$ cat config.mk
export PLATFORM = sky130hd
export DESIGN_NAME = slgs_front
export DESIGN_NICKNAME = d
export VERILOG_FILES = /design/src/slgs_pkg.sv /design/src/slgs_front.sv
export SDC_FILE = /design/constraint.sdc
export NUM_CORES = 1
export LEC_CHECK = 0
export ABC_AREA = 1
export BUFFER_PORTS_ARGS = -buffer_cell sky130_fd_sc_hd__buf_4
export CAP_MARGIN = 20
export CORE_ASPECT_RATIO = 1.1
export CORE_UTILIZATION = 50
export CTS_CLUSTER_SIZE = 30
export DETAILED_ROUTE_END_ITERATION = 8
export PLACE_DENSITY_LB_ADDON = 0.15
export REMOVE_ABC_BUFFERS = 1
export SETUP_SLACK_MARGIN = 0.2
export SYNTH_ARGS = -nofsm -noshare
export SYNTH_HDL_FRONTEND = slang
export SYNTH_SLANG_ARGS = --single-unit
$ cat constraint.sdc
create_clock -name clk -period 22.4 [get_ports clk]
set_input_delay 4.48 -clock clk [delete_from_list [all_inputs] [get_ports clk]]
set_output_delay 4.48 -clock clk [all_outputs]
set_load 0.1 [all_outputs]
$ cat src/slgs_pkg.sv
// ---------------------------------------------------------------------------
// slgs_pkg: shared constants and types for the gradient step core
// Fixed-point widths, model constants, register indexes and the words that
// travel between the front and back parts.
// ---------------------------------------------------------------------------
package slgs_pkg;

	localparam int FRAC_BITS = 9;

	// field widths
	localparam int W_C  = 24;              // coordinates and config registers
	localparam int W_RD = 22;              // light reading
	localparam int W_DC = W_C + 1;         // coordinate minus node
	localparam int W_SQ = 2 * W_C;         // one squared term
	localparam int W_N2 = W_SQ + 2;        // sum of three squares
	localparam int W_G  = 42;              // distance term g
	localparam int W_GH = W_G / 2;         // half of g for the square
	localparam int W_PP = 2 * W_GH;        // partial product of g * g
	localparam int W_W  = 64;              // model word
	localparam int W_FN = 34;              // numerator of f
	localparam int W_F  = 19;              // quotient bits of f (g >= 48 << FRAC_BITS)
	localparam int W_DF = W_C;             // reading minus f
	localparam int W_AD = 49;              // A * (reading - f)
	localparam int W_AL = 24;              // low slice of that product
	localparam int W_PL = 2 * W_DC;        // partial products of the numerator
	localparam int Q_BITS = W_W;           // quotient bits of the step division

	// pipeline length of the back part, from queue pop to last stage
	localparam int N_STG = W_F + Q_BITS + 8;

	// entries of the queue between front and back
	localparam int Q_DEPTH = 4;

	// model constants
	localparam logic [W_G-1:0]         B_TERM = W_G'(48) << FRAC_BITS;
	localparam logic [W_FN-1:0]        F_NUM  = W_FN'(48000) << (2 * FRAC_BITS);
	localparam logic signed [W_AD-1:0] A_TERM = W_AD'(48000) << FRAC_BITS;
	localparam logic [W_C-1:0]         MIN_RST = W_C'(-(30 << FRAC_BITS));
	localparam logic [W_C-1:0]         MAX_RST = W_C'(90 << FRAC_BITS);

	// configuration register indexes
	typedef enum logic [2:0] {
		REG_NODE_COL,
		REG_NODE_ROW,
		REG_MIN_X,
		REG_MAX_X,
		REG_MIN_Y,
		REG_MAX_Y
	} cfg_reg_t;

	// classified input word, front to back
	typedef struct packed {
		logic signed [W_C-1:0]  x;
		logic signed [W_C-1:0]  y;
		logic signed [W_C-1:0]  h;
		logic signed [W_RD-1:0] rd;
		logic signed [W_DC-1:0] dx;
		logic signed [W_DC-1:0] dy;
	} item_t;

	// clamp box
	typedef struct packed {
		logic signed [W_C-1:0] min_x;
		logic signed [W_C-1:0] max_x;
		logic signed [W_C-1:0] min_y;
		logic signed [W_C-1:0] max_y;
	} bounds_t;

	// result word
	typedef struct packed {
		logic [W_C-1:0] nx;
		logic [W_C-1:0] ny;
		logic [W_C-1:0] h;
	} res_t;

endpackage

$ cat src/slgs_front.sv
// ---------------------------------------------------------------------------
// slgs_front: configuration registers, input accept and word queue
// Offsets the estimate from the node position and queues the word for the
// back part, so input and output sides stall independently.
// ---------------------------------------------------------------------------
module slgs_front import slgs_pkg::*; (
	input  logic                   clk,
	input  logic                   arst_n,
	input  logic                   cfg_we,
	input  logic [2:0]             cfg_index,
	input  logic [W_C-1:0]         cfg_data,
	input  logic                   in_valid,
	output logic                   in_stall,
	input  logic signed [W_C-1:0]  pos_x,
	input  logic signed [W_C-1:0]  pos_y,
	input  logic signed [W_C-1:0]  pos_h,
	input  logic signed [W_RD-1:0] light_reading,
	output logic                   q_valid,
	output item_t                  q_item,
	input  logic                   q_pop,
	output bounds_t                bounds
);

	localparam int QA = $clog2(Q_DEPTH);
	localparam logic [QA:0] Q_FULL = (QA + 1)'(Q_DEPTH);

	logic [W_C-1:0] node_col_q, node_row_q;
	bounds_t        bounds_q;

	item_t          qmem_q [Q_DEPTH];
	logic [QA-1:0]  wr_ptr_q, rd_ptr_q;
	logic [QA:0]    cnt_q;
	logic           push;
	item_t          word;

	// configuration writes
	always_ff @(posedge clk or negedge arst_n) begin
		if (!arst_n) begin
			node_col_q     <= '0;
			node_row_q     <= '0;
			bounds_q.min_x <= MIN_RST;
			bounds_q.max_x <= MAX_RST;
			bounds_q.min_y <= MIN_RST;
			bounds_q.max_y <= MAX_RST;
		end else if (cfg_we) begin
			unique case (cfg_index)
				REG_NODE_COL: node_col_q     <= cfg_data;
				REG_NODE_ROW: node_row_q     <= cfg_data;
				REG_MIN_X:    bounds_q.min_x <= cfg_data;
				REG_MAX_X:    bounds_q.max_x <= cfg_data;
				REG_MIN_Y:    bounds_q.min_y <= cfg_data;
				REG_MAX_Y:    bounds_q.max_y <= cfg_data;
				default: ;
			endcase
		end
	end

	assign bounds = bounds_q;

	// build the word: offsets from the node
	always_comb begin
		word.x  = pos_x;
		word.y  = pos_y;
		word.h  = pos_h;
		word.rd = light_reading;
		word.dx = {pos_x[W_C-1], pos_x} - {node_col_q[W_C-1], node_col_q};
		word.dy = {pos_y[W_C-1], pos_y} - {node_row_q[W_C-1], node_row_q};
	end

	assign in_stall = (cnt_q == Q_FULL);
	assign push     = in_valid && !in_stall;
	assign q_valid  = (cnt_q != '0);
	assign q_item   = qmem_q[rd_ptr_q];

	// queue storage
	always_ff @(posedge clk) begin
		if (push) begin
			qmem_q[wr_ptr_q] <= word;
		end
	end

	// queue pointers
	always_ff @(posedge clk or negedge arst_n) begin
		if (!arst_n) begin
			wr_ptr_q <= '0;
			rd_ptr_q <= '0;
			cnt_q    <= '0;
		end else begin
			if (push) begin
				wr_ptr_q <= wr_ptr_q + 1'b1;
			end
			if (q_pop) begin
				rd_ptr_q <= rd_ptr_q + 1'b1;
			end
			unique case ({push, q_pop})
				2'b10:   cnt_q <= cnt_q + 1'b1;
				2'b01:   cnt_q <= cnt_q - 1'b1;
				default: cnt_q <= cnt_q;
			endcase
		end
	end

endmodule

==> flow_summary.yaml <==
worst_setup_path:
  cp.required_ns: 17.92
  critPathLaunchType: "register"
  cpPeakStageDelay_ns: 0.90
  r2r_cells: 7
  worst_path_max_delay_cell: "buf_4"
  rr_endpoint: "qmem_q[2][89]"
  crit_arrival_ns: 3.89
  worst_setup_path_end_kind: "output pin"
  crit_start: "rd_ptr_q[1]"
  path_class: "reg -> out"
  path_cells: "inv_4, buf_4, o21ai_0, o22ai_1, buf_4"
  crit_top_cell: "buf_4"
  path_max_fanout: 90
  r2r_slack_ns: 18.74
  reg2reg_from: "cnt_q[2]"
  crit_end: "q_item[15]"
floorplanning:
  rows: 94
  die_y_um: 261
  die-area_um2: 62200
  die_w_um: 238
  boundaryPins: 368
  start_util_pct: 50.9
  fp.coreArea_um2: 60100
detailed_routing:
  vias_per_cell: 5.34
  drc: 0
  wirelength_mm: 77.4
  drt_iter0_markers: 1423
  wl_per_cell_um: 19.5
  dr.pass1.iters: 5
  antenna_left: 0
  vias: 21171
layout:
  layout_common_cells: "edfxtp_1, nand2_1, o21ai_0, buf_4, nor2_1"
  num_antenna_cells: 0
  drive_above_1_share_pct: 17.6
  nets: 3265
  regArea_um2: 21100
  multi_input_area_um2: 7890
  syn_to_final_growth_pct: 19.2
  final_common_cell: "edfxtp_1"
  n_fill_cell: 4817
global_routing:
  grt_max_degree: 150
  grt_pass1_wl_mm: 117
  grt_use_total_pct: 24.6
  antenna_found_initial: 2
  overflow: 0
  grt_pass1_vias: 20797
place:
  dp.final_hpwl_mm: 48.3
  place.gp.congestion: 0.879
  port_buffers: 367
sta:
  hold_viol: 0
  rsz0062_at_grt: "false"
  finalCritPeriodShare_pct: 37.4
  relSlewSlack_pct: 24.1
  tns_ns: 0
  worst-slew-pin-transition_ns: 1.14
  skew_ns: 0.0182
  setup_viol: 0
  fmax_mhz: 119
  fin_crit_ns: 8.37
  slew_violations: 0
clock_tree:
  cts.htree.levels: 3
  clk_latency_ns: 0.62
  cts_tree: "yes"
  path_clk_slew_ns: 0.06
  cts_buffers: 75
  hold_buffers: 0
  cts_setup_buffers: 0
  cts_root_buffer: "clkbuf_16"
  cts.path.max_buffers: 3
  cts.sinks: 727
  postCtsResizedCells: 0
synth:
  ys_types: 29
  ys_ff_latch: 727
  ys_warn_count: 0
  synth_area_um2: 30600
  syn_inst: 2742
  ys_seq_area_share_pct: 69.0
  postSynthAreaPerCell_um2: 11.2
job:
  max_cap_viol_count: 0
min_path:
  min_path_type: "reg -> reg"
outcome:
  status: "completed"
==> state kept, by name, summed over array words and instances (netlist names) <==
| register | count |
|---|---|
| cnt_q | 3 |
| node_col_q | 24 |
| qmem_q | 576 |
| bounds | 96 |
| node_row_q | 24 |
| rd_ptr_q | 2 |
| wr_ptr_q | 2 |
==> how the worst min path moves through the flow <==
| stage | startpoint | to | slack, ns | cells past startpoint |
|---|---|---|---|---|
| 6_report | node_col_q[13] | node_col_q[13] | 0.48 | 2 |
| 5_1_grt | bounds[78] | bounds[78] | 0.50 | 2 |
| 2_1_floorplan | node_col_q[10] | node_col_q[10] | 0.45 | 2 |
| 3_5_place_dp | node_col_q[7] | node_col_q[7] | 0.47 | 2 |
| 4_1_cts | node_row_q[15] | node_row_q[15] | 0.49 | 2 |
| 3_3_place_gp | node_col_q[3] | node_col_q[3] | 0.47 | 2 |
==> cell families (layout without fill, tap and decap cells) <==
kind of cell | after synthesis | count (layout) | share of synthesized area, %
AND/OR/NAND/NOR | 930 | 930 | 12.0
flip-flops | 727 | 727 | 69.0
AO/OA/AOI/OAI | 606 | 606 | 10.5
buffers and inverters | 392 | 795 | 5.26
adder cells (fa/ha/maj) | 56 | 56 | 2.36
XOR/XNOR | 31 | 31 | 0.888
==> cells in the mapped netlist, drive strengths merged <==
library cell / number / share of area, %
edfxtp: 576 / 57
nand2: 504 / 6.2
o21ai: 434 / 7.1
nor2: 358 / 4.5
inv: 268 / 3.3
o22ai: 144 / 2.9
dfrtp: 121 / 9.9
buf: 63 / 1.2
clkbuf: 61 / 0.76
ha: 53 / 2.2
nand3: 43 / 0.70
dfstp: 30 / 2.6
a21oi: 28 / 0.46
xor2: 28 / 0.80
nand4: 12 / 0.25
nor3: 5 / 0.082
nand3b: 4 / 0.098
fa: 3 / 0.20
xnor2: 3 / 0.086
and2: 2 / 0.041
or2: 2 / 0.041
==> critical path, delay by kind of cell (launching register included) <==
| family | cells | cell delay [ns] |
|---|---|---|
| AOI/OAI and AO/OA | 2 | 0.55 |
| buffers and inverters | 3 | 1.88 |
| DFF | 1 | 0.78 |
==> per-stage QoR <==
| step | setup slack (ns) | instances | area (um2) | utilization (%) | hold slack, ns |
|---|---|---|---|---|---|
| after global routing | 13.80 | 3961 | 36400 | 60.6 | 0.504 |
| after global placement | 14.67 | 3820 | 34000 | 56.6 | 0.468 |
| after CTS | 13.93 | 3959 | 36400 | 60.5 | 0.488 |
| after floorplan | 10.23 | 2618 | 30000 | - | 0.453 |
| final | 14.03 | 3961 | 36400 | 60.6 | 0.484 |
| after detailed placement | 14.60 | 3820 | 34000 | 56.6 | 0.474 |
==> cell type report <==
cell class,count,share of cell area (%)
multi-input combinational,1623,21.7
tap,816,2.80
clock inverter,33,0.687
clock buffer,106,5.90
timing repair buffer,388,8.22
inverter,268,2.79
sequential,727,58.0
==> routing by layer <==
metal,GRT usage [%],wire (um),up-vias
met5,0,28,-
met4,8.01,1870,4
met3,5.00,5190,116
met2,41.6,37700,630
met1,31.9,32600,10321
li1,-,-,10100
Power is left out: the tool's default activity adds up to more than one toggle a clock period on the data nets, which glitch-free logic cannot reach.
